==> src/hdl/ck_pkg.sv <==
package ck_pkg;

  localparam logic [16:0] KY_R = 17'd19595;
  localparam logic [16:0] KY_G = 17'd38470;
  localparam logic [16:0] KY_B = 17'd7471;
  localparam logic [16:0] KCR  = 17'd46727;
  localparam logic [16:0] KCB  = 17'd36962;

  localparam int DIFF_W = 19;
  localparam int SQ_W   = 36;
  localparam int ROOT_W = SQ_W / 2;
  localparam int DEN_W  = 17;
  localparam int Q_W    = 8;
  localparam int NUM_W  = DEN_W + Q_W;
  localparam int IDX_W  = 4;
  localparam int DATA_W = 9;

  localparam int COLOR_STAGES = 6;
  localparam int MATTE_STAGES = Q_W + 2;
  localparam int BLEND_STAGES = 2;
  localparam int LATENCY = COLOR_STAGES + ROOT_W + MATTE_STAGES + BLEND_STAGES;

  localparam logic [IDX_W-1:0] REG_KEY_BLUE  = 4'd0;
  localparam logic [IDX_W-1:0] REG_KEY_GREEN = 4'd1;
  localparam logic [IDX_W-1:0] REG_KEY_RED   = 4'd2;
  localparam logic [IDX_W-1:0] REG_INNER     = 4'd3;
  localparam logic [IDX_W-1:0] REG_OUTER     = 4'd4;
  localparam logic [IDX_W-1:0] REG_BG_BLUE   = 4'd5;
  localparam logic [IDX_W-1:0] REG_BG_GREEN  = 4'd6;
  localparam logic [IDX_W-1:0] REG_BG_RED    = 4'd7;

  typedef struct packed {
    logic [7:0] b;
    logic [7:0] g;
    logic [7:0] r;
  } pix_t;

endpackage

==> src/hdl/ck_sqrt.sv <==
module ck_sqrt (
  input  logic                       clk,
  input  logic                       rst,
  input  logic                       in_valid,
  input  logic [ck_pkg::SQ_W-1:0]    x,
  input  ck_pkg::pix_t               tag_in,
  output logic                       out_valid,
  output logic [ck_pkg::ROOT_W-1:0]  root,
  output ck_pkg::pix_t               tag_out
);
  import ck_pkg::*;

  logic              v      [ROOT_W];
  logic [SQ_W-1:0]   rad    [ROOT_W];
  logic [ROOT_W+1:0] rem    [ROOT_W];
  logic [ROOT_W-1:0] rt     [ROOT_W];
  pix_t              tg     [ROOT_W];
  logic [SQ_W-1:0]   rad_i  [ROOT_W];
  logic [ROOT_W+1:0] rem_i  [ROOT_W];
  logic [ROOT_W-1:0] rt_i   [ROOT_W];
  pix_t              tg_i   [ROOT_W];
  logic [ROOT_W+1:0] sh     [ROOT_W];
  logic [ROOT_W+1:0] trial  [ROOT_W];

  always_comb begin
    rad_i[0] = x;
    rem_i[0] = '0;
    rt_i[0]  = '0;
    tg_i[0]  = tag_in;
    for (int k = 1; k < ROOT_W; k++) begin
      rad_i[k] = rad[k-1];
      rem_i[k] = rem[k-1];
      rt_i[k]  = rt[k-1];
      tg_i[k]  = tg[k-1];
    end
    for (int k = 0; k < ROOT_W; k++) begin
      sh[k]    = {rem_i[k][ROOT_W-1:0], rad_i[k][SQ_W-1 -: 2]};
      trial[k] = {rt_i[k], 2'b01};
    end
  end

  always_ff @(posedge clk) begin
    if (rst) begin
      for (int k = 0; k < ROOT_W; k++) v[k] <= 1'b0;
    end else begin
      v[0] <= in_valid;
      for (int k = 1; k < ROOT_W; k++) v[k] <= v[k-1];
    end
  end

  always_ff @(posedge clk) begin
    for (int k = 0; k < ROOT_W; k++) begin
      rad[k] <= rad_i[k] << 2;
      tg[k]  <= tg_i[k];
      if (sh[k] >= trial[k]) begin
        rem[k] <= sh[k] - trial[k];
        rt[k]  <= {rt_i[k][ROOT_W-2:0], 1'b1};
      end else begin
        rem[k] <= sh[k];
        rt[k]  <= {rt_i[k][ROOT_W-2:0], 1'b0};
      end
    end
  end

  assign out_valid = v[ROOT_W-1];
  assign root      = rt[ROOT_W-1];
  assign tag_out   = tg[ROOT_W-1];

endmodule

==> config.mk <==
export PLATFORM = sky130hd
export DESIGN_NAME = ck_sqrt
export DESIGN_NICKNAME = d
export VERILOG_FILES = /design/src/hdl/ck_pkg.sv /design/src/hdl/ck_sqrt.sv
export SDC_FILE = /design/constraint.sdc
export NUM_CORES = 1
export LEC_CHECK = 0
export ABC_AREA = 1
export BUFFER_PORTS_ARGS = -buffer_cell sky130_fd_sc_hd__buf_2
export CAP_MARGIN = 10
export CORE_ASPECT_RATIO = 0.7
export CORE_UTILIZATION = 45
export DETAILED_ROUTE_END_ITERATION = 12
export HOLD_SLACK_MARGIN = 0.1
export PLACE_DENSITY = 0.74
export SLEW_MARGIN = 20
export SYNTH_ARGS = -nofsm -noshare
export SYNTH_HDL_FRONTEND = slang
export SYNTH_SLANG_ARGS = --single-unit
==> constraint.sdc <==
create_clock -name clk -period 1.8 [get_ports clk]
set_clock_uncertainty 0.1 [all_clocks]
set_input_delay 0.36 -clock clk [delete_from_list [all_inputs] [get_ports clk]]
set_output_delay 0.36 -clock clk [all_outputs]
set_load 0.03 [all_outputs]
==> summary.txt <==
Synthesis
  – Synth Warn #: 0
  – FF+latch count, synth: 1213
  – Seq/Total Area, Yosys: 60.05%
  – Synth Instances: 4394
  – Dominant cell type by area after synthesis: dfxtp_1
  – Avg Cell Area, Syn: 9.203 µm²
  – Share of the synthesized area in the top cell type: 60.05%
  – Synth Net Count: 4647
  – Synth unique cells: 54
  – Top cells by area, synth: dfxtp_1 (60%), nand2_1 (11%), ha_1 (5.9%), inv_1 (5.1%), nor2_1 (2.9%)
  – Post-Synthesis Cell Area: 0.04044 mm²

Detailed routing
  – Vias per inst: 5.032
  – Wl on met1: 51190 µm
  – WL met3: 12470 µm
  – Uppermost layer routed: met5
  – Wirelength per Cell: 17.77 µm
  – Final ANT Viol Nets: 0
  – First drt pass iteration count: 8
  – WL met2: 52640 µm
  – DR iter-0 viols: 3216
  – Final wirelength: 119800 µm
  – DRC: 0
  – Via count: 33930

Global route
  – Number of global-route vias before repair: 31510
  – Total grt overflow: 0
  – Global-route wire length before repair: 166100 µm
  – Initial antenna violation count: 6
  – Largest net degree at the start of global routing: 19
  – All-Layer GR Usage: 23.00%

STA
  – Fmax: 0.4933 GHz
  – Setup_tns: -21.06 ns
  – Pins over their slew limit: 0
  – Worst Hold Slack: 0.1794 ns
  – RSZ-0062 raised after global routing: true
  – Finish-stage setup viols: 245
  – Final Hold Viols: 0
  – Ratio of final minimum period to clock period: 112.6%
  – Final worst slack: -0.2272 ns
  – Min cycle time layout: 2.027 ns

Power
  – Static leakage: 28.28 nW
  – Max VDD drop: 0.001044 V
  – Total power: 88.01 mW
  – Power Density: 1463 mW/mm²

Setup path
  – Critical path depth in cells: 12
  – Crit path kind: flip-flop to flip-flop
  – Crit path max fanout: 17
  – CP most frequent cell: nor2_2
  – Critical Path Sink Type: flip-flop
  – Worst Reg2Reg Path Length in Cells: 12
  – CP Cell Sequence: inv_2 > ha_4 > nand2_4 > nor2_4 > nand4_1 > nor2_2 > nor2_2 > nand3_4 > buf_12 > inv_16 > nand2_2 > nand2_1
  – Buf/Inv on CP: 3
  – Top delay family on crit path: simple AND/OR/NAND/NOR gates
  – CP max stage cell: dfxtp_2
  – CP max stage delay: 0.36 ns
  – Crit path DAT: 2.51 ns
  – Worst path required time: 2.29 ns
  – Crit start category: flip-flop

Placement
  – Dpl cells: 6243
  – Place WS: -0.4164 ns
  – IO buf count: 105
  – Post-DP HPWL: 70290 µm
  – GPL Wtd Cong: 0.9773
  – Placed Area: 0.04682 mm²

Finish
  – Area Overhead vs Synth: 48.76%
  – Commonest non-fill, non-tap cell in the layout: dfxtp_1
  – Fin area: 0.06016 mm²
  – Utilization after layout: 67.91%
  – Most frequent cells in the layout: dfxtp_1 (1006), nand2_1 (732), buf_4 (702)
  – Layout cells sized above 1: 46.53%
  – Total Nets Final: 5744
  – Non-filler cells, final: 6743

Hold path
  – Min-Delay Path Depth: 2
  – Worst hold path class: input pin to flip-flop

Floorplanning
  – I/O pins: 106
  – Rows: 91
  – Die Width: 360.3 µm
  – Core area: 0.08858 mm²
  – Die area: 0.09109 mm²
  – Starting density of the core: 45.65%
  – Die Y: 252.8 µm

Clocking
  – Clock Path Buffers: 3
  – Clock slew at reported path FFs: 0.08 ns
  – Total CTS buffers: 103
  – Worst skew pair latency: 0.73 ns
  – TritonCTS clock tree: built
  – CTS H-Tree Depth: 3
  – Root buffer cell: clkbuf_16
  – CTS sink cnt: 1213

Run status
  – Failing checks: setup timing
  – Status: finished, violations left

Job
  – Max Cap Viol: 0
## power by group
part | total (mW) | switching [mW] | internal [mW]
Clock | 23.3 | 10.5 | 12.7
Combinational | 30.5 | 16.7 | 13.8
Sequential | 34.2 | 3.45 | 30.8
## cells by family (layout without fill, tap and decap cells)
family / count (synthesis) / in the layout / share of synthesized area [%]
AOI/OAI and AO/OA: 380 / 380 / 5.526
adders and majority gates: 190 / 190 / 5.879
and+or+nand+nor: 1903 / 1913 / 20.10
xor gates and xnor gates: 113 / 113 / 2.466
buffers and inverters: 594 / 1769 / 5.975
DFF: 1213 / 1213 / 60.05
other: 1 / 3 / 0.009273
## flip-flops by register name (all words and copies together), names as in the netlist
name	flops
tg	432
rem	286
rad	306
v	18
rt	171
## final cells by class
type / count / area (µm²)
clock inverters: 63 / 773.2
flip-flops and latches: 1213 / 24590
repair inverters: 9 / 93.84
diodes: 2 / 5.005
fillers: 5884 / 28430
multi-input cells: 2597 / 20010
clock buffers: 130 / 2820
well taps: 1162 / 1454
repair buffers: 1004 / 8187
inverters: 563 / 2225
## synth_stat cells, drive strengths merged
cell type  count
nor2         331
nor4           6
o21a           7
a21oi        213
a21o           3
nand3        235
a21boi         3
nand4         47
and3           3
a31oi          1
buf           28
clkbuf         3
nor3          32
xor2          77
inv          563
conb           1
and2           6
o211ai         4
or2            9
ha           190
o2111ai        1
nand3b        51
nor3b          2
o21bai         9
xnor2         36
nand2       1181
a211oi         1
dfxtp       1213
o21ai        138
## worst reg2reg max path, delay by kind of cell, from the launching register on
family	cells	cell delay, ns
adders and majority gates	1	0.30
DFF	1	0.36
and+or+nand+nor	8	0.87
buffers and inverters	3	0.26
## repair_timing
item / in CTS / in global routing
hold buffers: 64 / 0
pin swaps: 287 / 433
gates cloned: 30 / 2
hold endpoints to repair: 79 / 0
buffers inserted: 136 / 96
endpoints found under the setup margin: 286 / 293
gates resized for setup: 944 / 951
## worst paths after layout
check | start | endpoint | slack (ns)
setup reg to reg | rt[13][3]$_DFF_P_ | rem[7][0]$_DFF_P_ | -0.23
setup / recovery | rt[13][3]$_DFF_P_ | rem[7][0]$_DFF_P_ | -0.23
hold / removal | x[18] | rad[0][18]$_DFF_P_ | 0.18
hold reg to reg | rad[4][23]$_DFF_P_ | rad[5][25]$_DFF_P_ | 0.18
## metal layers
layer / track usage [%] / up-vias
li1: - / 16050
met1: 32.34 / 15940
met2: 33.93 / 1607
met3: 7.411 / 333
met4: 5.665 / 4
met5: 0 / -
(Power assumes the default switching activity.)
