<file path="config.mk">
export PLATFORM = sky130hd
export DESIGN_NAME = ck_color
export DESIGN_NICKNAME = d
export VERILOG_FILES = /design/src/hdl/ck_pkg.sv /design/src/hdl/ck_color.sv
export SDC_FILE = /design/constraint.sdc
export NUM_CORES = 2
export LEC_CHECK = 0
export BUFFER_PORTS_ARGS = -buffer_cell sky130_fd_sc_hd__buf_4
export CAP_MARGIN = 10
export CORE_MARGIN = 2
export CORE_UTILIZATION = 30
export DETAILED_ROUTE_END_ITERATION = 16
export SLEW_MARGIN = 0
export SYNTH_ARGS = -nofsm -noshare
export SYNTH_HDL_FRONTEND = slang
export SYNTH_SLANG_ARGS = --single-unit
</file>
<file path="constraint.sdc">
create_clock -name clk -period 11.7 [get_ports clk]
set_clock_uncertainty 0.05 [all_clocks]
set_input_delay 1.755 -clock clk [delete_from_list [all_inputs] [get_ports clk]]
set_output_delay 1.755 -clock clk [all_outputs]
set_load 0.01 [all_outputs]
</file>
<file path="src/hdl/ck_pkg.sv">
package ck_pkg;

  localparam logic [16:0] KY_R = 17'd19595;
  localparam logic [16:0] KY_G = 17'd38470;
  localparam logic [16:0] KY_B = 17'd7471;
  localparam logic [16:0] KCR  = 17'd46727;
  localparam logic [16:0] KCB  = 17'd36962;

  localparam int DIFF_W = 19;
  localparam int SQ_W   = 36;
  localparam int ROOT_W = SQ_W / 2;
  localparam int DEN_W  = 17;
  localparam int Q_W    = 8;
  localparam int NUM_W  = DEN_W + Q_W;
  localparam int IDX_W  = 4;
  localparam int DATA_W = 9;

  localparam int COLOR_STAGES = 6;
  localparam int MATTE_STAGES = Q_W + 2;
  localparam int BLEND_STAGES = 2;
  localparam int LATENCY = COLOR_STAGES + ROOT_W + MATTE_STAGES + BLEND_STAGES;

  localparam logic [IDX_W-1:0] REG_KEY_BLUE  = 4'd0;
  localparam logic [IDX_W-1:0] REG_KEY_GREEN = 4'd1;
  localparam logic [IDX_W-1:0] REG_KEY_RED   = 4'd2;
  localparam logic [IDX_W-1:0] REG_INNER     = 4'd3;
  localparam logic [IDX_W-1:0] REG_OUTER     = 4'd4;
  localparam logic [IDX_W-1:0] REG_BG_BLUE   = 4'd5;
  localparam logic [IDX_W-1:0] REG_BG_GREEN  = 4'd6;
  localparam logic [IDX_W-1:0] REG_BG_RED    = 4'd7;

  typedef struct packed {
    logic [7:0] b;
    logic [7:0] g;
    logic [7:0] r;
  } pix_t;

endpackage

</file>
<file path="src/hdl/ck_color.sv">
module ck_color (
  input  logic                     clk,
  input  logic                     rst,
  input  logic                     in_valid,
  input  ck_pkg::pix_t             pix,
  input  ck_pkg::pix_t             key,
  output logic                     out_valid,
  output ck_pkg::pix_t             pix_out,
  output logic [ck_pkg::SQ_W-1:0]  dist_sq
);
  import ck_pkg::*;

  logic v1, v2, v3, v4, v5;
  pix_t p1, p2, p3, p4, p5;
  logic [24:0] ysum1, ksum1, yr, kr;
  logic [7:0] py, py2, py3, pcr3, pcb3;
  logic [16:0] ky, ky2, ky3;
  logic signed [8:0] dr, db;
  logic signed [26:0] pcr_p2, pcb_p2, pcr_t, pcb_t;
  logic signed [17:0] kdr, kdb;
  logic signed [35:0] kcr_p2, kcb_p2, kcr_t, kcb_t;
  logic signed [DIFF_W-1:0] kcr, kcb, kcr3, kcb3;
  logic signed [DIFF_W-1:0] dy, dcr, dcb, dy4, dcr4, dcb4;
  logic signed [2*DIFF_W-1:0] sy, scr, scb;
  logic [SQ_W-1:0] sy5, scr5, scb5;

  function automatic logic [7:0] clamp8(input logic signed [10:0] v);
    if (v < 0) begin
      return 8'd0;
    end else if (v > 11'sd255) begin
      return 8'd255;
    end
    return v[7:0];
  endfunction

  assign yr = ysum1 + 25'd32768;
  assign py = yr[23:16];
  assign kr = ksum1 + 25'd128;
  assign ky = kr[24:8];
  assign dr = $signed({1'b0, p1.r}) - $signed({1'b0, py});
  assign db = $signed({1'b0, p1.b}) - $signed({1'b0, py});
  assign kdr = $signed({2'b0, key.r, 8'b0}) - $signed({1'b0, ky});
  assign kdb = $signed({2'b0, key.b, 8'b0}) - $signed({1'b0, ky});

  assign pcr_t = (pcr_p2 + 27'sd32768) >>> 16;
  assign pcb_t = (pcb_p2 + 27'sd32768) >>> 16;
  assign kcr_t = (kcr_p2 + 36'sd32768) >>> 16;
  assign kcb_t = (kcb_p2 + 36'sd32768) >>> 16;
  assign kcr = $signed(kcr_t[DIFF_W-1:0]) + 19'sd32768;
  assign kcb = $signed(kcb_t[DIFF_W-1:0]) + 19'sd32768;

  assign dy  = $signed({3'b0, py3, 8'b0}) - $signed({2'b0, ky3});
  assign dcr = $signed({3'b0, pcr3, 8'b0}) - kcr3;
  assign dcb = $signed({3'b0, pcb3, 8'b0}) - kcb3;
  assign sy  = dy4 * dy4;
  assign scr = dcr4 * dcr4;
  assign scb = dcb4 * dcb4;

  always_ff @(posedge clk) begin
    if (rst) begin
      v1 <= 1'b0;
      v2 <= 1'b0;
      v3 <= 1'b0;
      v4 <= 1'b0;
      v5 <= 1'b0;
      out_valid <= 1'b0;
    end else begin
      v1 <= in_valid;
      v2 <= v1;
      v3 <= v2;
      v4 <= v3;
      v5 <= v4;
      out_valid <= v5;
    end
  end

  always_ff @(posedge clk) begin
    p1 <= pix;
    ysum1 <= KY_R * pix.r + KY_G * pix.g + KY_B * pix.b;
    ksum1 <= KY_R * key.r + KY_G * key.g + KY_B * key.b;
    p2 <= p1;
    py2 <= py;
    pcr_p2 <= dr * $signed({1'b0, KCR});
    pcb_p2 <= db * $signed({1'b0, KCB});
    ky2 <= ky;
    kcr_p2 <= kdr * $signed({1'b0, KCR});
    kcb_p2 <= kdb * $signed({1'b0, KCB});
    p3 <= p2;
    py3 <= py2;
    pcr3 <= clamp8($signed(pcr_t[10:0]) + 11'sd128);
    pcb3 <= clamp8($signed(pcb_t[10:0]) + 11'sd128);
    ky3 <= ky2;
    kcr3 <= kcr;
    kcb3 <= kcb;
    p4 <= p3;
    dy4 <= dy;
    dcr4 <= dcr;
    dcb4 <= dcb;
    p5 <= p4;
    sy5 <= sy[SQ_W-1:0];
    scr5 <= scr[SQ_W-1:0];
    scb5 <= scb[SQ_W-1:0];
    pix_out <= p5;
    dist_sq <= sy5 + scr5 + scb5;
  end

endmodule

</file>
==> results.md <==
* Biggest cell delay along the critical path at 0.56 ns
* Via count of the first global-routing pass at 54700
* Starting Density at between 30% and 40%
* Detailed router's first-iteration violation count at 2118
* Average instance area after synthesis at 10.0 sq um
* Run status: complete, no violations
* Met2 Usage GRT at 23.8%
* Clock sinks at 540
* HPWL Detailed at between 100 and 150 mm
* FP Rows at 185
* Most utilized layer in the global route result: met2
* Final Cell Area at between 80000 and 90000 sq um
* Combined global-route utilization of all metal layers at between 10% and 20%
* Average wire per standard cell at about 15 microns
* Cell count after synthesis at 7660
* Worst hold path class: reg -> reg
* Total negative setup slack at 0 ns
* Sequential cell area fraction in the yosys report at about 14%
* Total Nets Final at 10400
* Fraction of synthesis flops using an asynchronous set or reset pin at 0%
* Type of origin of the critical path: register
* Unrepaired setup endpoints after global routing: no
* TritonCTS clock tree: yes
* Number of enable flip-flop cells after synthesis at 0
* Final Non-Filler Cells at between 10000 and 15000
* Min Hold Slack at 0.265 ns
* Crit path top cell by count: ha_1
* Number of iterations in the first detailed-routing pass at 6
* Placed Instances at 11100
* Final hold violation count at 0
* Global placement routability congestion at between 0.8 and 0.9
* Met1 GRT Util at between 15 and 20%
* Crit path from: ksum1[7]
* Cell Area, Synth at 76800 sq um
* Buffering stage count on the worst path with inverters included at 3
* Crit path time final at 8.96 ns
* Number of violations of the max-capacitance limit at 0
* Pin count of the biggest net entering global routing at 38
* Required arrival time at the worst endpoint at 12.29 ns
* F_max at 0.112 GHz
* Relative area change from synthesis to final layout at 9.34%
* Post-route antenna net violation count at 0
* Count of distinct cell types in the synthesized netlist at 92
* Overflow left after global routing at 0
* Root buffer cell: clkbuf_16
* Number of remaining DRC errors at 0
* Width of the die at 510 microns
* Worst Path Max Fanout at 14
* Clock network latency to the later pin of the worst-skew pair at just over 0.7 ns
* Setup violators final at 0
* Routed vias at 49600
* Max Transition Viols Final at 0
* Grt met3 use at 1.53%
* Share of the cycle needed by the critical path after routing at 76.6%
* CTS H-Tree Depth at 2
* Number of buffers inserted by hold repair at cts at 0
* Yosys Warn Count at 0
* Post-DP Area at 81800 sq um
* Routed vias/inst at 4.43
* Number of port buffers at ~110
* Number of buffers between clock root and the deepest sink at 3
* Synthesized flop and latch total at 540
* Resized Gates After CTS at 0
* Die Footprint at roughly 260000 sq um
* Area of the core at 254000 sq um
* Wire length of the first global-routing pass at 281 mm
* Tightest slew margin relative to the limit at between 20% and 30%
* Startpoint of the lowest-slack register-to-register path: ksum1[7]
* Arrival time at the worst endpoint at 9.55 ns
* Top Ports at ~110
* Setup bufs post-CTS at 0
* Standard cell with the maximum stage delay on the critical path: fa_1
* Die height at 510 microns
* Ratio of cells with drive above 1 in the final layout at 4.23%
* Most used flip-flop cell after synthesis: dfxtp_1
* Slew @ Worst Pin at 1.09 ns
* Category of the most critical setup path: reg -> reg
* Initial antenna violation count at 12
* Total wirelength of the detailed-routed design at 169 mm
* Crit end category: register
* Delay-heaviest family, CP: adder cells
* Fill cell instance count of the final layout at 25700
* Hold Startpoint: p4[6]
* Inserted Clock Buffers at 60
* Clock slew at the register clock pins of the worst setup and hold paths at 0.07 ns
[synth_stat cells, types with 27 or more instances]
library cell / instances / area share (%)
inv_1: 2037 / 10
fa_1: 1427 / 37
ha_1: 1163 / 19
dfxtp_1: 540 / 14
nand2_1: 413 / 2.0
xnor2_1: 319 / 3.6
nor2_1: 230 / 1.1
a21oi_1: 207 / 1.3
and2_1: 204 / 1.7
xor2_1: 148 / 1.7
o21ai_0: 100 / 0.65
a21o_1: 96 / 0.94
clkbuf_1: 93 / 0.45
nor3_1: 71 / 0.46
nand2b_1: 60 / 0.49
nand3_1: 56 / 0.36
nor2b_1: 54 / 0.44
o21bai_1: 44 / 0.43
o21a_1: 43 / 0.42
and3_1: 32 / 0.26
nand4_1: 32 / 0.26
a31oi_1: 27 / 0.22
[final cells by class]
type | count | area (sq um) | share of cell area, %
inverters | 2037 | 7650 | 9.10
well taps | 3366 | 4210 | 5.02
diodes | 3 | 7.51 | 0.00894
flip-flops and latches | 540 | 10800 | 12.9
multi-input cells | 4982 | 57900 | 69.0
clock buffers | 77 | 1680 | 1.99
repair buffers | 161 | 1210 | 1.44
clock inverters | 34 | 473 | 0.563
[registers in the layout (all words and copies together) (netlist names), 21 cells and up]
| signal | flops |
|---|---|
| dist_sq | 36 |
| scb5 | 35 |
| scr5 | 35 |
| sy5 | 35 |
| p1 | 24 |
| p2 | 24 |
| p3 | 24 |
| p4 | 24 |
| p5 | 24 |
| pix_out | 24 |
| kcr_p2 | 21 |
[per-layer routing]
metal	wire [microns]	up-vias
li1	-	23600
met1	75100	25000
met2	83800	755
met3	6690	173
met4	3450	4
met5	26	-
[layout by cell type, fill, tap and decap left out, types with 44 or more instances in the layout]
cell type	Yosys	routed
inv_1	2037	2037
nand3_1	56	56
nor2_1	230	230
dfxtp_1	540	540
a21oi_1	207	207
nand2b_1	60	60
fa_1	1427	1427
clkbuf_16	0	60
xnor2_1	319	318
buf_4	4	161
and2_1	204	204
a21o_1	96	96
nand2_1	413	413
nor3_1	71	71
ha_1	1163	1163
nor2b_1	54	54
o21bai_1	44	44
xor2_1	148	148
o21ai_0	100	100
[stage by stage]
stage | setup WS [ns] | util (%)
detailed placement | 2.41 | 32.2
global route | 2.13 | 33.0
floorplan | 3.17 | -
CTS | 2.75 | 33.0
global placement | 2.39 | 32.2
finish | 2.74 | 33.0
[path summary, 6_finish.rpt]
check	end	slack (ns)	cells past startpoint
min	p5[6]	0.26	0
max	kcr_p2[33]	2.74	34
min reg2reg	p5[6]	0.26	0
max reg2reg	kcr_p2[33]	2.74	34
[cells by family (layout without fill, tap and decap cells)]
family,after synthesis,count (layout),synth area share [%]
AO/OA/AOI/OAI,663,663,5.70
XOR/XNOR,472,472,5.45
adder cells (fa/ha/maj),2598,2598,56.2
buffers and inverters,2140,2309,10.5
flip-flops,540,540,14.1
multiplexers,7,7,0.0977
other,1,6,0.00488
AND/OR/NAND/NOR,1239,1239,7.93
Power is left out: the tool's default activity adds up to more than one toggle a clock period on the data nets, which glitch-free logic cannot reach.
