===== src/hdl/ck_pkg.sv =====
package ck_pkg;

  localparam logic [16:0] KY_R = 17'd19595;
  localparam logic [16:0] KY_G = 17'd38470;
  localparam logic [16:0] KY_B = 17'd7471;
  localparam logic [16:0] KCR  = 17'd46727;
  localparam logic [16:0] KCB  = 17'd36962;

  localparam int DIFF_W = 19;
  localparam int SQ_W   = 36;
  localparam int ROOT_W = SQ_W / 2;
  localparam int DEN_W  = 17;
  localparam int Q_W    = 8;
  localparam int NUM_W  = DEN_W + Q_W;
  localparam int IDX_W  = 4;
  localparam int DATA_W = 9;

  localparam int COLOR_STAGES = 6;
  localparam int MATTE_STAGES = Q_W + 2;
  localparam int BLEND_STAGES = 2;
  localparam int LATENCY = COLOR_STAGES + ROOT_W + MATTE_STAGES + BLEND_STAGES;

  localparam logic [IDX_W-1:0] REG_KEY_BLUE  = 4'd0;
  localparam logic [IDX_W-1:0] REG_KEY_GREEN = 4'd1;
  localparam logic [IDX_W-1:0] REG_KEY_RED   = 4'd2;
  localparam logic [IDX_W-1:0] REG_INNER     = 4'd3;
  localparam logic [IDX_W-1:0] REG_OUTER     = 4'd4;
  localparam logic [IDX_W-1:0] REG_BG_BLUE   = 4'd5;
  localparam logic [IDX_W-1:0] REG_BG_GREEN  = 4'd6;
  localparam logic [IDX_W-1:0] REG_BG_RED    = 4'd7;

  typedef struct packed {
    logic [7:0] b;
    logic [7:0] g;
    logic [7:0] r;
  } pix_t;

endpackage


===== src/hdl/ck_blend.sv =====
module ck_blend (
  input  logic          clk,
  input  logic          rst,
  input  logic          in_valid,
  input  logic [7:0]    matte_in,
  input  ck_pkg::pix_t  pix,
  input  ck_pkg::pix_t  bg,
  output logic          out_valid,
  output logic [7:0]    matte,
  output ck_pkg::pix_t  pix_out
);
  import ck_pkg::*;

  logic       v1;
  logic [7:0] m1;
  logic [15:0] xb, xg, xr;

  function automatic logic [15:0] mix(input logic [7:0] m, input logic [7:0] p,
                                      input logic [7:0] b);
    return {8'b0, m} * {8'b0, p} + {8'b0, ~m} * {8'b0, b} + 16'd127;
  endfunction

  // exact floor(x / 255) for 16-bit x below 65280
  function automatic logic [7:0] div255(input logic [15:0] x);
    logic [15:0] t;
    t = x + {8'b0, x[15:8]} + 16'd1;
    return t[15:8];
  endfunction

  always_ff @(posedge clk) begin
    if (rst) begin
      v1 <= 1'b0;
      out_valid <= 1'b0;
    end else begin
      v1 <= in_valid;
      out_valid <= v1;
    end
  end

  always_ff @(posedge clk) begin
    m1 <= matte_in;
    xb <= mix(matte_in, pix.b, bg.b);
    xg <= mix(matte_in, pix.g, bg.g);
    xr <= mix(matte_in, pix.r, bg.r);
    matte <= m1;
    pix_out.b <= div255(xb);
    pix_out.g <= div255(xg);
    pix_out.r <= div255(xr);
  end

endmodule

===== config.mk =====
export PLATFORM = sky130hd
export DESIGN_NAME = ck_blend
export DESIGN_NICKNAME = d
export VERILOG_FILES = /design/src/hdl/ck_pkg.sv /design/src/hdl/ck_blend.sv
export SDC_FILE = /design/constraint.sdc
export NUM_CORES = 1
export LEC_CHECK = 0
export BUFFER_PORTS_ARGS = -buffer_cell sky130_fd_sc_hd__buf_2
export CORE_ASPECT_RATIO = 0.7
export CORE_UTILIZATION = 60
export DETAILED_ROUTE_END_ITERATION = 10
export GPL_ROUTABILITY_DRIVEN = 0
export HOLD_SLACK_MARGIN = 0.08
export PLACE_DENSITY = 0.79
export RECOVER_POWER = 25
export REMOVE_ABC_BUFFERS = 1
export SLEW_MARGIN = 20
export SYNTH_ARGS = -nofsm -noshare
export SYNTH_HDL_FRONTEND = slang
export SYNTH_SLANG_ARGS = --single-unit

===== constraint.sdc =====
create_clock -name clk -period 11.1 [get_ports clk]
set_clock_uncertainty 0.2 [all_clocks]
set_input_delay 1.11 -clock clk [delete_from_list [all_inputs] [get_ports clk]]
set_output_delay 1.11 -clock clk [all_outputs]
set_load 0.02 [all_outputs]

==> results by group, run 1 <==
Run status
  • Status: finished with violations
  • Failing checks: capacitance limit, slew limit

Clock tree
  • Post-CTS Setup Bufs: 0
  • # hold bufs at CTS: 0
  • CTS Sinks: 90
  • Total CTS buffers: 9
  • Root Buffer: clkbuf_16
  • CTS tree: yes
  • Max Buffers Root-to-Sink: 2
  • CTS H-tree lvls: 3
  • Worst-path clk slew: approximately 0.080 ns
  • Worst-skew pair later-pin latency: 0.37 ns
  • # resized after CTS: 0

GRT
  • GR Util met3: around 3.3%
  • Antenna violations before repair: 1
  • Routing usage on met2: a little over two fifths
  • Vias in the first global route: approximately 12000
  • Global-route total usage across every layer: between 20% and 30%
  • First-pass GRT wire length: 58300 um
  • Global routing's busiest layer: met2
  • GR Util met1: 40.3%
  • Largest net degree at the start of global routing: 50
  • Total grt overflow: 0

Synth
  • Mapped cell area: around 16000 um^2
  • Post-Synth XOR/XNOR Area: 3.58%
  • Area contributors post-synth: fa_1 (39%), ha_1 (15%), dfxtp_1 (11%)
  • Most common cell in the netlist: inv_1
  • Avg Inst Size Synth: between 9 and 10 um^2
  • Combinational family with the most area after synthesis: adder cells
  • #FFs+latches synth: 90
  • Synth Area in Adders: roughly 54%
  • Multiplexer area fraction after synthesis: 0.126%
  • Sequential area share after synthesis: ~11%
  • Synth async-reset ratio: 0%
  • Synth area leader: fa_1
  • Share of the synthesized area in the top cell type: 38.9%
  • Syn Inst Count: approximately 1700
  • Commonest cells in the synthesized netlist: inv_1 (400), fa_1 (309), ha_1 (189), nand2_1 (114), nand2b_1 (102)
  • Top FF cell, synth: dfxtp_1
  • Yosys warning total: 0
  • Count of cell types in the netlist: 46
  • Synth Area in Simple Gates: between 15 and 20%
  • Compound-gate portion of the synthesized area: 4.68%
  • Number of flops mapped to enable cells by yosys: 0

STA
  • Slew margin rel.: -71.8%
  • Final setup viols: 0
  • RSZ-0062 raised after global routing: false
  • Final Hold Viols: 0
  • Setup_tns: 0 ns
  • Fin crit share: 73.8%
  • Min Hold Slack: ~0.13 ns
  • Slew Viols, Final: 400
  • Slew @ Worst Pin: approximately 2.6 ns
  • Max frequency: 122 MHz
  • Fin crit period: approximately 8.2 ns

Finish
  • Multi-input combinational cell area: between 10000 and 15000 um^2
  • Layout cell share with drive strength beyond 1: between 6 and 7%
  • Syn-to-layout area delta: 6.67%
  • Nets: 2298
  • Filler Cells Inserted: between 2000 and 2500
  • Finished Cell Area: 17000 um^2
  • Sequential cell area: around 1800 um^2

Floorplanning
  • Die width: 197 um
  • Row Count: 49
  • Core Region: around 26000 um^2
  • IO Count: 92
  • Starting Density: between 60% and 70%
  • Die Ht: 138 um
  • Die area: 27200 um^2

Worst setup path
  • Data required, critical path: 11.16 ns
  • Most frequent CP cell: fa_1
  • Reg2reg start: xg[12]$_DFF_P_
  • CP startpoint kind: primary input
  • CP arrival: 8.25 ns
  • Reg2reg setup slack: roughly 8.9 ns
  • WS Path Type: in -> reg
  • Critical path's slowest cell: clkbuf_1
  • RR Endpoint: pix_out[15]$_DFF_P_
  • Reg2Reg Depth: 7
  • Max incr delay on CP: 1.79 ns
  • Crit Path Max Fanout: roughly 50
  • Crit path capture type: flop
  • Critical Path Start: matte_in[6]
  • Worst-path cell chain: buf_2 > clkbuf_1 > nand2_1 > fa_1 > fa_1 > inv_1 > fa_1 > fa_1 > fa_1 > inv_1 > fa_1 > inv_1 > ha_1 > or4_4 > a221oi_2 > o21ai_1 > a221oi_2 > xnor2_1

Route
  • Detailed Routing Iterations Pass 1: 5
  • Via-to-Cell Ratio: 5.18
  • Final ANT Viol Nets: 0
  • WL final: 32600 um
  • DR WL/cell: roughly 15 um
  • Initial drt markers: about 570
  • # DRC: 0
  • DR vias: 10900

Place
  • Placed Area: 16700 um^2
  • DP HPWL: 25600 um
  • I/O Buffers: between 90 and 100

Worst hold path
  • Min-Delay Path Class: reg -> reg
  • Hold Path Origin: m1[7]$_DFF_P_
  • Hold Crit Depth: 0
  • Worst Hold End: matte[7]$_DFF_P_

Flow run
  • Max-cap viol count: 8
worst max-delay path by stage:
| stage | to | depth (start not counted) | slack [ns] |
|---|---|---|---|
| after floorplan | xb[15]$_DFF_P_ | 18 | 4.97 |
| after global placement | xb[15]$_DFF_P_ | 19 | 4.00 |
| after detailed placement | xb[15]$_DFF_P_ | 18 | 3.91 |
| after CTS | xb[15]$_DFF_P_ | 18 | 4.28 |
| after global routing | xb[15]$_DFF_P_ | 18 | 2.61 |
| final | xb[15]$_DFF_P_ | 18 | 2.91 |
flip-flops by register name (all words and copies together) (netlist names):
signal     flops
m1             8
matte          8
out_valid      1
pix_out       24
v1             1
xb            16
xg            16
xr            16
placed cells by master, fill, tap and decap left out, drive strengths merged, types with 2 or more instances in the layout:
cell,n
a221o,2
a21o,10
nor3,4
a221oi,2
clkinv,3
and3,2
dfxtp,90
and2,90
o21ai,26
nand4,6
nand2,114
nor2b,98
o21bai,4
xnor2,48
o21a,8
buf,88
xor2,17
mux2i,2
fa,309
inv,402
clkbuf,18
a21oi,31
a211oi,13
a2111oi,2
nand2b,102
nand3,15
nor2,30
ha,189
and4,2
o211ai,3
o31ai,3
through the flow:
stage / std cells / setup slack [ns] / utilization, %
after floorplan: 1634 / 4.97 / -
after global routing: 2104 / 2.61 / 65.5
after detailed placement: 2087 / 3.91 / 64.5
after global placement: 2087 / 4.00 / 64.5
after CTS: 2103 / 4.28 / 65.6
final: 2104 / 2.91 / 65.5
routing by layer:
| metal | up-vias | part of all wire, % | routed length (um) |
|---|---|---|---|
| met5 | - | 0 | 0 |
| met2 | 280 | 46 | 15100 |
| met3 | 29 | 5.2 | 1680 |
| li1 | 5124 | - | - |
| met4 | 0 | 1.2 | 394 |
| met1 | 5472 | 47 | 15500 |
logic make-up (layout without fill, tap and decap cells):
group | count (synthesis) | count (layout)
AOI/OAI and AO/OA | 112 | 112
xor gates and xnor gates | 65 | 65
adders and majority gates | 498 | 498
buffers and inverters | 442 | 512
DFF | 90 | 90
muxes | 2 | 2
other | 0 | 1
and+or+nand+nor | 467 | 467
layout make-up:
| class | instances | area share (%) |
|---|---|---|
| Antenna cell | 1 | 0.0148 |
| Sequential cell | 90 | 10.6 |
| Clock inverter | 6 | 0.347 |
| Tap cell | 357 | 2.63 |
| Multi-Input combinational cell | 1144 | 73.3 |
| Inverter | 400 | 8.86 |
| Clock buffer | 10 | 1.41 |
| Timing Repair Buffer | 96 | 2.78 |
critical path: cells and delay by family:
kind	cells	cell delay (ns)
adder cells (fa/ha/maj)	7	3.38
buffers and inverters	5	2.01
AND/OR/NAND/NOR	2	0.86
AO/OA/AOI/OAI	3	0.72
XOR/XNOR	1	0.10
Power of run 1 is left out: the tool's default activity adds up to more than one toggle a clock period on the data nets, which glitch-free logic cannot reach.
==> run 2: changes to the inputs <==
Settings changed: CORE_UTILIZATION 60 to 58.
Clock period 11.1 ns to 7.38 ns, I/O delays scaled along.
==> results by group, run 2 (synthesis gave the netlist of run 1 again) <==
Run status
  • Status: finished with violations
  • Failing checks: capacitance limit, slew limit

Place
  • Placed Area: 16800 um^2
  • DP HPWL: 27000 um
  • I/O Buffers: 91

Worst setup path
  • Worst-path cell chain: clkbuf_1 > nand2_1 > fa_1 > fa_1 > inv_1 > fa_1 > fa_1 > fa_1 > inv_1 > fa_1 > inv_1 > ha_1 > o21a_1 > or3_2 > a21oi_2 > o21ai_1 > a221oi_2 > xnor2_1
  • Most frequent CP cell: fa_1
  • Critical path's slowest cell: clkbuf_1
  • Crit path capture type: flop
  • Max incr delay on CP: 1.10 ns
  • CP startpoint kind: primary input
  • Data required, critical path: about 7.4 ns
  • WS Path Type: in -> reg
  • Crit Path Max Fanout: 30
  • CP arrival: about 6.8 ns

STA
  • Final Hold Viols: 0
  • Slew margin rel.: -4.11%
  • Max frequency: about 150 MHz
  • RSZ-0062 raised after global routing: false
  • Slew @ Worst Pin: roughly 1.6 ns
  • Slew Viols, Final: 30
  • Fin crit share: about nine tenths
  • Setup_tns: 0 ns
  • Final setup viols: 0
  • Fin crit period: about 6.7 ns

Clock tree
  • # resized after CTS: 0
  • Worst-path clk slew: roughly 0.08 ns
  • CTS tree: yes
  • CTS H-tree lvls: 3
  • Post-CTS Setup Bufs: 0
  • Max Buffers Root-to-Sink: 2
  • Total CTS buffers: 9
  • CTS Sinks: 90
  • # hold bufs at CTS: 0
  • Worst-skew pair later-pin latency: roughly 0.37 ns
  • Root Buffer: clkbuf_16

Floorplanning
  • IO Count: between 90 and 100
  • Core Region: roughly 27000 um^2
  • Starting Density: between 50% and 60%
  • Die width: around 200 um
  • Die area: approximately 28000 um^2
  • Die Ht: 140 um
  • Row Count: 50

Finish
  • Syn-to-layout area delta: 7.35%
  • Most frequent cells in the layout: inv_1 (400), fa_1 (309), ha_1 (189)
  • Filler Cells Inserted: 2198
  • Most common cell after layout, fill and taps aside: inv_1
  • Biggest register: pix_out
  • Layout cell share with drive strength beyond 1: 6.40%
  • Nets: 2303
  • Max reg flops: 24
  • Finished Cell Area: 17100 um^2

Route
  • Initial drt markers: 570
  • Detailed Routing Iterations Pass 1: 5
  • DR WL/cell: around 16 um
  • Final ANT Viol Nets: 0
  • # DRC: 0
  • WL final: roughly 33000 um
  • DR vias: 10900
  • Via-to-Cell Ratio: just over 5

GRT
  • Global-route total usage across every layer: between 20% and 30%
  • Total grt overflow: 0
  • First-pass GRT wire length: 57000 um
  • Vias in the first global route: about 12000
  • Antenna violations before repair: 2
  • Largest net degree at the start of global routing: 35

Worst hold path
  • Min-Delay Path Class: reg -> reg

Flow run
  • Max-cap viol count: 1
-- run 2: cell count changes in the layout (fill, tap and decap cells not counted), sizes merged --
cell	delta
buf	-2
bufinv	+1
clkbuf	+7
clkinv	-2
inv	+1
-- run 2: area by class of cell --
class	instances	area [um^2]	area share, %
timing repair buffer	101	549	3.22
antenna	1	2.50	0.0147
clock buffer	10	239	1.40
tap	364	455	2.67
multi-input combinational	1144	12400	72.9
clock inverter	6	80.1	0.469
sequential	90	1800	10.6
inverter	400	1500	8.80
-- run 2: metal layers --
| layer | global-route usage [%] | share of wire (%) | vias to the layer above |
|---|---|---|---|
| li1 | - | - | 5136 |
| met2 | 39.9 | 46 | 298 |
| met5 | 0 | 0 | - |
| met4 | 4.26 | 1.0 | 0 |
| met3 | 4.36 | 6.7 | 27 |
| met1 | 38.9 | 47 | 5471 |
-- run 2: metrics by stage --
| step | hold slack [ns] | util [%] | cells | setup WS, ns |
|---|---|---|---|---|
| 6_report | 0.127 | 63.6 | 2116 | 0.646 |
| 3_3_place_gp | 0.110 | 62.4 | 2099 | 0.852 |
| 2_1_floorplan | 0.110 | - | 1634 | 1.62 |
| 3_5_place_dp | 0.112 | 62.4 | 2099 | 0.699 |
| 4_1_cts | 0.129 | 63.6 | 2115 | 1.09 |
| 5_1_grt | 0.135 | 63.6 | 2116 | 0.407 |
-- run 2: path summary, 6_finish.rpt --
check,start,endpoint,slack [ns],cells past startpoint
setup / recovery,matte_in[1],xb[15]$_DFF_P_,0.65,18
hold / removal,m1[1]$_DFF_P_,matte[1]$_DFF_P_,0.13,0
setup reg to reg,xg[12]$_DFF_P_,pix_out[15]$_DFF_P_,5.20,7
hold reg to reg,m1[1]$_DFF_P_,matte[1]$_DFF_P_,0.13,0
-- run 2: worst max-delay path, delay by kind of cell --
kind | cells | cell delay (ns)
fa+ha+maj | 7 | 3.28
buf+inv | 4 | 1.25
xor+xnor | 1 | 0.10
simple gates | 2 | 0.59
compound gates | 4 | 0.81
Power of run 2 is left out for the same reason.
