### src/hdl/ck_pkg.sv
package ck_pkg;

  localparam logic [16:0] KY_R = 17'd19595;
  localparam logic [16:0] KY_G = 17'd38470;
  localparam logic [16:0] KY_B = 17'd7471;
  localparam logic [16:0] KCR  = 17'd46727;
  localparam logic [16:0] KCB  = 17'd36962;

  localparam int DIFF_W = 19;
  localparam int SQ_W   = 36;
  localparam int ROOT_W = SQ_W / 2;
  localparam int DEN_W  = 17;
  localparam int Q_W    = 8;
  localparam int NUM_W  = DEN_W + Q_W;
  localparam int IDX_W  = 4;
  localparam int DATA_W = 9;

  localparam int COLOR_STAGES = 6;
  localparam int MATTE_STAGES = Q_W + 2;
  localparam int BLEND_STAGES = 2;
  localparam int LATENCY = COLOR_STAGES + ROOT_W + MATTE_STAGES + BLEND_STAGES;

  localparam logic [IDX_W-1:0] REG_KEY_BLUE  = 4'd0;
  localparam logic [IDX_W-1:0] REG_KEY_GREEN = 4'd1;
  localparam logic [IDX_W-1:0] REG_KEY_RED   = 4'd2;
  localparam logic [IDX_W-1:0] REG_INNER     = 4'd3;
  localparam logic [IDX_W-1:0] REG_OUTER     = 4'd4;
  localparam logic [IDX_W-1:0] REG_BG_BLUE   = 4'd5;
  localparam logic [IDX_W-1:0] REG_BG_GREEN  = 4'd6;
  localparam logic [IDX_W-1:0] REG_BG_RED    = 4'd7;

  typedef struct packed {
    logic [7:0] b;
    logic [7:0] g;
    logic [7:0] r;
  } pix_t;

endpackage

### src/hdl/ck_matte.sv
module ck_matte (
  input  logic                       clk,
  input  logic                       rst,
  input  logic                       in_valid,
  input  logic [ck_pkg::ROOT_W-1:0]  dist_q8,
  input  ck_pkg::pix_t               tag_in,
  input  logic [8:0]                 inner,
  input  logic [8:0]                 outer,
  output logic                       out_valid,
  output logic [7:0]                 matte,
  output ck_pkg::pix_t               tag_out
);
  import ck_pkg::*;

  logic [DEN_W-1:0]  lo, hi;
  logic [ROOT_W-1:0] diff;
  logic              fv, fbelow, ffull;
  pix_t              ftag;
  logic [NUM_W-1:0]  fnum;
  logic [DEN_W-1:0]  fden;

  logic              v     [Q_W];
  logic              below [Q_W];
  logic              full  [Q_W];
  pix_t              tg    [Q_W];
  logic [NUM_W-1:0]  rem   [Q_W];
  logic [DEN_W-1:0]  den   [Q_W];
  logic [Q_W-1:0]    q     [Q_W];
  logic              below_i [Q_W];
  logic              full_i  [Q_W];
  pix_t              tg_i    [Q_W];
  logic [NUM_W-1:0]  rem_i   [Q_W];
  logic [DEN_W-1:0]  den_i   [Q_W];
  logic [Q_W-1:0]    q_i     [Q_W];
  logic [NUM_W-1:0]  dsh     [Q_W];

  assign lo   = {inner, 8'b0};
  assign hi   = {outer, 8'b0};
  assign diff = dist_q8 - {1'b0, lo};

  always_ff @(posedge clk) begin
    if (rst) begin
      fv <= 1'b0;
    end else begin
      fv <= in_valid;
    end
  end

  always_ff @(posedge clk) begin
    ftag   <= tag_in;
    fbelow <= dist_q8 < {1'b0, lo};
    ffull  <= (dist_q8 > {1'b0, hi}) || (hi == lo);
    fnum   <= {diff[DEN_W-1:0], 8'b0} - {8'b0, diff[DEN_W-1:0]};
    fden   <= hi - lo;
  end

  always_comb begin
    below_i[0] = fbelow;
    full_i[0]  = ffull;
    tg_i[0]    = ftag;
    rem_i[0]   = fnum;
    den_i[0]   = fden;
    q_i[0]     = '0;
    for (int k = 1; k < Q_W; k++) begin
      below_i[k] = below[k-1];
      full_i[k]  = full[k-1];
      tg_i[k]    = tg[k-1];
      rem_i[k]   = rem[k-1];
      den_i[k]   = den[k-1];
      q_i[k]     = q[k-1];
    end
    for (int k = 0; k < Q_W; k++) begin
      dsh[k] = NUM_W'(den_i[k]) << (Q_W - 1 - k);
    end
  end

  always_ff @(posedge clk) begin
    if (rst) begin
      for (int k = 0; k < Q_W; k++) v[k] <= 1'b0;
      out_valid <= 1'b0;
    end else begin
      v[0] <= fv;
      for (int k = 1; k < Q_W; k++) v[k] <= v[k-1];
      out_valid <= v[Q_W-1];
    end
  end

  always_ff @(posedge clk) begin
    for (int k = 0; k < Q_W; k++) begin
      below[k] <= below_i[k];
      full[k]  <= full_i[k];
      tg[k]    <= tg_i[k];
      den[k]   <= den_i[k];
      if (rem_i[k] >= dsh[k]) begin
        rem[k] <= rem_i[k] - dsh[k];
        q[k]   <= {q_i[k][Q_W-2:0], 1'b1};
      end else begin
        rem[k] <= rem_i[k];
        q[k]   <= {q_i[k][Q_W-2:0], 1'b0};
      end
    end
    tag_out <= tg[Q_W-1];
    if (below[Q_W-1]) begin
      matte <= 8'd0;
    end else if (full[Q_W-1]) begin
      matte <= 8'd255;
    end else begin
      matte <= q[Q_W-1];
    end
  end

endmodule

### config.mk
export PLATFORM = sky130hd
export DESIGN_NAME = ck_matte
export DESIGN_NICKNAME = d
export VERILOG_FILES = /design/src/hdl/ck_pkg.sv /design/src/hdl/ck_matte.sv
export SDC_FILE = /design/constraint.sdc
export NUM_CORES = 1
export LEC_CHECK = 0
export BUFFER_PORTS_ARGS = -buffer_cell sky130_fd_sc_hd__buf_2
export CORE_UTILIZATION = 40
export CTS_CLUSTER_SIZE = 10
export DETAILED_ROUTE_END_ITERATION = 8
export PLACE_DENSITY = 0.61
export REMOVE_ABC_BUFFERS = 1
export SYNTH_ARGS = -nofsm -noshare
export SYNTH_HDL_FRONTEND = slang
export SYNTH_SLANG_ARGS = --single-unit
### constraint.sdc
create_clock -name clk -period 4.21 [get_ports clk]
set_input_delay 1.263 -clock clk [delete_from_list [all_inputs] [get_ports clk]]
set_output_delay 1.263 -clock clk [all_outputs]
set_load 0.05 [all_outputs]
==> results of run 1 <==
==> final cells by class <==
cell class                 count  area (µm²)
tap                          592         741
timing repair buffer         126         708
sequential                   584       11700
inverter                     129         484
fill                        3965       23200
clock buffer                  74        1760
clock inverter                 4        65.1
multi-input combinational    797        5980
==> worst max-delay path: stages <==
cell and delay, ns:
buf_2 0.09, inv_1 0.07, ha_1 0.17, inv_1 0.06, fa_1 0.40, a21o_1 0.21
a21oi_1 0.17, xnor2_1 0.16, inv_1 0.10, ha_1 0.21, a2111oi_2 0.26, a21oi_1 0.17
buf_4 0.17, o31ai_4 0.24, a21o_1 0.18, a221oi_2 0.06, nor4_1 0.31, xnor2_1 0.15
==> layer usage <==
metal  part of all wire  wire (µm)  vias to the layer above
met4              0.044       1340                        0
li1                   -          -                     5491
met5                  0          0                        -
met2               0.49      15200                      217
met3              0.044       1340                       90
met1               0.42      12800                     4788
==> cells by family after synthesis <==
| logic type | Yosys count |
|---|---|
| AO/OA/AOI/OAI | 224 |
| XOR/XNOR | 89 |
| adder cells (fa/ha/maj) | 114 |
| buffers and inverters | 142 |
| flip-flops | 584 |
| multiplexers | 42 |
| AND/OR/NAND/NOR | 328 |
==> registers in the layout, indices dropped and copies added, names as in the netlist <==
name,cells
rem,175
q,36
fv,1
out_valid,1
matte,8
den,63
full,8
below,8
fden,9
ftag,24
tg,192
v,8
ffull,1
fnum,25
fbelow,1
tag_out,24
==> cells in the final DEF (no fill, tap or decap), types with 5 or more instances in the layout <==
master	instances
inv_1	128
a31oi_1	5
ha_1	104
mux2i_1	11
nor3_1	26
dfxtp_1	584
nor4_1	28
a211oi_1	8
or3_1	11
nor2b_1	38
xnor2_1	58
nand2b_1	16
o21ai_1	8
o21ai_0	45
xor2_1	30
nor2_1	86
nand4_1	15
a21o_1	25
o21a_1	22
a21boi_0	11
buf_2	95
nor4b_1	8
nand4b_1	9
a21oi_1	58
fa_1	9
nand3_1	8
buf_4	31
clkbuf_16	69
mux2_2	31
nand2_1	54
==> per-stage QoR <==
stage	total power, mW	TNS [ns]	utilization	instances	instance area (µm²)
3_3_place_gp	11.8	-1.78	0.440	2228	19600
3_5_place_dp	12.0	-2.54	0.440	2228	19600
5_1_grt	17.9	0	0.480	2306	21400
2_1_floorplan	10.8	-0.152	-	1510	18200
6_report	16.7	0	0.480	2306	21400
4_1_cts	16.9	0	0.480	2306	21400
==> power by group <==
group	total (mW)	internal [mW]	switching, mW	leakage [nW]
Clock	4.88	2.93	1.95	0.890
Sequential	7.26	6.69	0.563	4.92
Combinational	4.60	2.22	2.39	3.62
==> worst max path at each step <==
stage | startpoint | to | slack, ns | cells after the start
floorplan | dist_q8[8] | fnum[20] | -0.10 | 17
global placement | dist_q8[8] | fnum[20] | -0.28 | 19
detailed placement | dist_q8[8] | fnum[18] | -0.35 | 18
CTS | dist_q8[8] | fnum[18] | 0.25 | 18
global route | dist_q8[8] | fnum[18] | 0.008 | 18
finish | dist_q8[8] | fnum[18] | 0.25 | 18
==> summary.txt, run 1 <==
Clock tree
  – Setup Buffers After CTS: 0
  – CTS tree: built
  – TritonCTS Buffers: just under 70
  – Clock transition at path regs: about 0.050 ns
  – Worst-skew pair later-pin latency: between 0.5 and 0.6 ns
  – # hold bufs at CTS: 0
  – TritonCTS Sinks: 584
  – CTS root buffer: clkbuf_16
  – CTS Buffer Depth: 3
  – Post-CTS sizing: 0
  – Htree depth: 3

Global routing
  – Vias in the first global route: 10900
  – Total GRT Usage: 0.136
  – First-pass GRT wire length: 51.3 mm
  – GR peak layer: met2
  – Largest net degree at the start of global routing: 20
  – Initial antenna violation count: 0
  – Met1 usage in global routing: 0.146
  – Met3 usage: 0.0348
  – Grt ovf: 0
  – Met2 GRT Util: 0.244

Setup path
  – Critical Path AT: 4.45 ns
  – CP Class: in -> reg
  – R2r setup slk: 0.98 ns
  – Cells on worst reg2reg path: 8
  – R2R Path End: rem[1][19]
  – Startpoint Class: primary input
  – Setup crit end kind: register
  – RR Startpoint: den[0][16]
  – Crit-path max FO: 3
  – Worst endpoint required time: 4.70 ns

Timing
  – Unrepaired setup endpoints after global routing: false
  – Setup slack after layout: around 0.25 ns
  – Fmax: 0.253 GHz
  – Period utilization: 0.940
  – Final setup viols: 0
  – Hold Slack: 0.319 ns
  – Slew @ Worst Pin: 0.822 ns
  – Fin Clk Skew: between 0.015 and 0.02 ns
  – Endpoints failing hold: 0
  – Max_slew headroom: 0.447
  – Slew Limit Fails: 0
  – Clock period minus worst slack: 3.96 ns

Detailed routing
  – Final wirelength: 30.7 mm
  – Vias per cell: 4.59
  – Routed Antenna Nets: 0
  – DRC violations left: 0
  – Detailed Route Iter0 Violations: 440
  – Via count: between 10000 and 15000
  – DRT Pass-1 Iters: 4
  – WL per Instance: 13.3 µm

Yosys
  – Largest family of logic cells by synthesized area: simple AND/OR/NAND/NOR gates
  – Seq/Total Area, Yosys: 0.642
  – Leading area contributor after synthesis: dfxtp_1
  – Ys async rst share: 0
  – FF+latch count, synth: 584
  – Synth Instances: between 1500 and 2000
  – Synth Cell Area: 18200 µm²
  – Simple-Gate Fraction of Synth Area: 0.0956
  – Avg Cell Area, Syn: ~12 µm²
  – Most common flop cell mapped by yosys: dfxtp_1
  – Top-area cell type share of the netlist area: 0.642
  – YS warnings: 0
  – Synth Area in Adders: 0.0819
  – Multiplexer area fraction after synthesis: 0.0252
  – Count leader, synth: dfxtp_1
  – Synth Area in Compound Gates: 0.0826
  – Post-synth EDFFs: 0
  – Post-synthesis xor/xnor area fraction: 0.0432
  – Synth cell count leaders: 584 x dfxtp_1, 128 x inv_1, 104 x ha_1
  – Top post-synthesis cells by area: dfxtp_1 64%, ha_1 7.1%, xnor2_1 2.8%
  – Distinct cells, synth: 74

Outcome
  – Outcome: finished clean

Hold path
  – HP Class: reg -> reg
  – Hold endpoint: tg[0][1]
  – Worst hold path startpoint: ftag[1]
  – Hold Crit Depth: 0

Power
  – PD cells: 781 nW/µm²
  – Static leakage: around 9.4 nW
  – Peak VDD IR: 0.375 mV

Placement
  – I/O Buffers: 95
  – DP Worst Slack: -0.346 ns
  – Detail Placement HPWL: between 20 and 25 mm
  – GP Congestion: 0.849

Flow run
  – Maximum Capacitance Violations: 0

Layout
  – Area Growth Syn to Fin: 17.6%
  – Layout cells sized above 1: 0.148
  – Antenna diodes: 0
  – Final nets: 1882

Floorplan
  – Initial core utilization: 0.408
  – Chip width: 215 µm
  – Die height: 215 µm
  – Row count: slightly below 80
  – Core ar.: 44600 µm²
  – Die area: 46400 µm²
  – I/O Pins: 96
Note: power is estimated with default switching activity, not from simulation.
==> run 2, diff against run 1 <==
- BUFFER_PORTS_ARGS: -buffer_cell sky130_fd_sc_hd__buf_2 -> -buffer_cell sky130_fd_sc_hd__buf_4
- PLACE_DENSITY: 0.61 -> 0.59
- clock period: 4.21 -> 4.3 ns (I/O delays scaled with it)
==> run 2 against run 1 <==
Die area unchanged. Sequential share of layout area decreased by 0.71 points. Final cell count rose by 0.13%. Total power shrank 1.2%. Critical path depth increased by 1. Final area rose by 1.3%. Routed wire length decreased by 0.60%. Sequential power shrank 2%. Global-route usage shrank 0.19 points. Largest cell class unchanged. Highest routed layer unchanged.
==> summary.txt, run 2 (synthesized netlist as in run 1, its figures left out) <==
Floorplan
  – I/O Pins: 96 (unchanged)
  – Row count: 77 (unchanged)
  – Chip width: 215 µm (unchanged)
  – Die area: 46400 µm² (unchanged)
  – Core ar.: 44600 µm² (unchanged)
  – Die height: 215 µm (unchanged)
  – Initial core utilization: 0.408 (unchanged)

Detailed routing
  – DRC violations left: 0 (unchanged)
  – Highest Signal Layer: met4
  – M1 WL: 12.5 mm (-2.8%)
  – WL per Instance: 13.2 µm (-0.73%)
  – Met2 routed WL: 15.2 mm (+0.38%)
  – Routed Antenna Nets: 0 (unchanged)
  – DRT Pass-1 Iters: 4 (unchanged)
  – Via count: 10500 (-0.52%)
  – Vias per cell: 4.56 (-0.65%)
  – Final wirelength: 30.5 mm (-0.60%)
  – Detailed Route Iter0 Violations: 454 (+3.2%)
  – Met3 WL post-DR: 1.37 mm (+2.2%)

Clock tree
  – # hold bufs at CTS: 0 (unchanged)
  – CTS root buffer: clkbuf_16
  – Setup Buffers After CTS: 0 (unchanged)
  – TritonCTS Sinks: 584 (unchanged)
  – TritonCTS Buffers: 69 (+1.5%)
  – Clock transition at path regs: 0.05 ns (about the same)
  – Worst-skew pair later-pin latency: 0.57 ns (about the same)
  – Htree depth: 3 (unchanged)
  – Post-CTS sizing: 0 (unchanged)
  – CTS tree: built
  – CTS Buffer Depth: 3 (unchanged)

Timing
  – Max_slew headroom: 0.379 (-0.0674)
  – Unrepaired setup endpoints after global routing: false
  – Fmax: about 0.25 GHz
  – Period utilization: 0.930
  – Setup slack after layout: 0.299 ns (+0.0468 ns)
  – Slew @ Worst Pin: 0.923 ns (+0.101 ns)
  – Endpoints failing hold: 0 (unchanged)
  – Hold Slack: 0.315 ns (-0.00447 ns)
  – Fin Clk Skew: 0.0169 ns (+0.00125 ns)
  – Clock period minus worst slack: 4.00 ns
  – Slew Limit Fails: 0 (unchanged)
  – Total negative slack: 0 ns (unchanged)
  – Final setup viols: 0 (unchanged)

Layout
  – Area Growth Syn to Fin: 19.2%
  – Top Registers: tg (192), rem (175), den (63)
  – Fillers: 3935 (-0.76%)
  – Commonest non-fill, non-tap cell in the layout: dfxtp_1
  – Area of the multi-input gates: 5980 µm² (unchanged)
  – Max FFs per register: 192 (unchanged)
  – Commonest cells after routing, fill and taps aside: 584 x dfxtp_1, 128 x inv_1, 121 x buf_4
  – Register area: 11700 µm² (unchanged)
  – Layout cells sized above 1: 0.148 (-0.000259)
  – Antenna diodes: 0 (unchanged)
  – Final Cell Area: 21700 µm² (+1.3%)
  – Largest Register: tg
  – Final nets: 1878 (-0.21%)
  – Layout Utilization: 0.487 (+0.00634)

Placement
  – I/O Buffers: 95 (unchanged)
  – DP Worst Slack: -0.297 ns (+0.0486 ns)
  – GP Congestion: 0.863 (+1.7%)
  – Area after DPL: 19800 µm² (+1.0%)
  – Detail Placement HPWL: 22.9 mm (about the same)

Setup path
  – Cells along the critical path: buf_4 -> inv_1 -> ha_1 -> inv_1 -> fa_1 -> a21o_1 -> a21oi_1 -> xnor2_1 -> inv_1 -> ha_1 -> o21a_1 -> nor2_1 -> a21oi_1 -> buf_4 -> o31ai_4 -> a31oi_4 -> a2111oi_1 -> or3_1 -> xnor2_1
  – Crit-path slowest cell: or3_1
  – Top cell by count, worst path: inv_1
  – Kind of cell adding the most delay to the critical path: compound AO/OA/AOI/OAI gates
  – Setup crit end kind: register
  – CP max stage delay: 0.41 ns (about the same)
  – Critical Path AT: 4.47 ns (+0.02 ns)
  – Crit-path max FO: 3 (unchanged)
  – Buf/Inv on CP: 5 (unchanged)
  – Worst endpoint required time: 4.76 ns (+0.06 ns)
  – Startpoint Class: primary input
  – CP Class: in -> reg

Power
  – Peak VDD IR: 0.291 mV (-22%)
  – PD cells: 761 nW/µm² (-2.5%)
  – Static leakage: 9.53 nW (+1.1%)

Outcome
  – Outcome: finished clean

Global routing
  – First-pass GRT wire length: 49.9 mm (-2.6%)
  – Grt ovf: 0 (unchanged)
  – Initial antenna violation count: 0 (unchanged)
  – Total GRT Usage: 0.134 (-0.00186)
  – Largest net degree at the start of global routing: 20 (unchanged)
  – Vias in the first global route: 10500 (-3.7%)

Flow run
  – Maximum Capacitance Violations: 0 (unchanged)

Hold path
  – HP Class: reg -> reg
-- run 2: cell types whose count changed in the layout (fill, tap and decap cells not counted), sizes merged --
cell,change
buf,-5
clkbuf,+5
clkinv,-1
inv,+4
-- run 2: worst paths after layout --
kind                            slack, ns  startpoint  cells after the start         end
worst min register to register       0.31    tg[5][0]                      0    tg[6][0]
worst max-delay path                 0.30  dist_q8[8]                     19    fnum[20]
worst min-delay path                 0.31    tg[5][0]                      0    tg[6][0]
worst max register to register       1.07  den[0][16]                      8  rem[1][18]
-- run 2: routing by layer --
layer | GRT usage | vias to the layer above
met5 | 0 | -
met4 | 0.0766 | 0
met3 | 0.0359 | 100
met2 | 0.242 | 197
met1 | 0.141 | 4749
li1 | - | 5485
-- run 2: area by class of cell --
cell class / instances / share of cell area
Timing Repair Buffer: 121 / 0.0418
Inverter: 129 / 0.0223
Tap cell: 592 / 0.0341
Clock inverter: 7 / 0.00501
Sequential cell: 584 / 0.538
Multi-Input combinational cell: 797 / 0.276
Clock buffer: 79 / 0.0826
-- run 2: per-stage QoR --
stage / std cells / power [mW]
after CTS: 2309 / 16.8
after global placement: 2223 / 11.6
after detailed placement: 2223 / 11.7
final: 2309 / 16.5
after floorplan: 1510 / 10.6
after global routing: 2309 / 17.6
-- run 2: report_power, final --
group / total (mW) / switching [mW] / internal, mW
logic: 4.52 / 2.33 / 2.19
clock network: 4.92 / 1.98 / 2.94
registers: 7.09 / 0.538 / 6.55
-- run 2: worst reg2reg max path: stages (launching register included) --
cell	delay, ns
dfxtp_1	0.33
inv_1	0.05
ha_1	0.36
nand2_1	0.10
nor3b_1	0.58
nand4_1	0.25
o311ai_2	0.73
or2_2	0.37
mux2_2	0.37
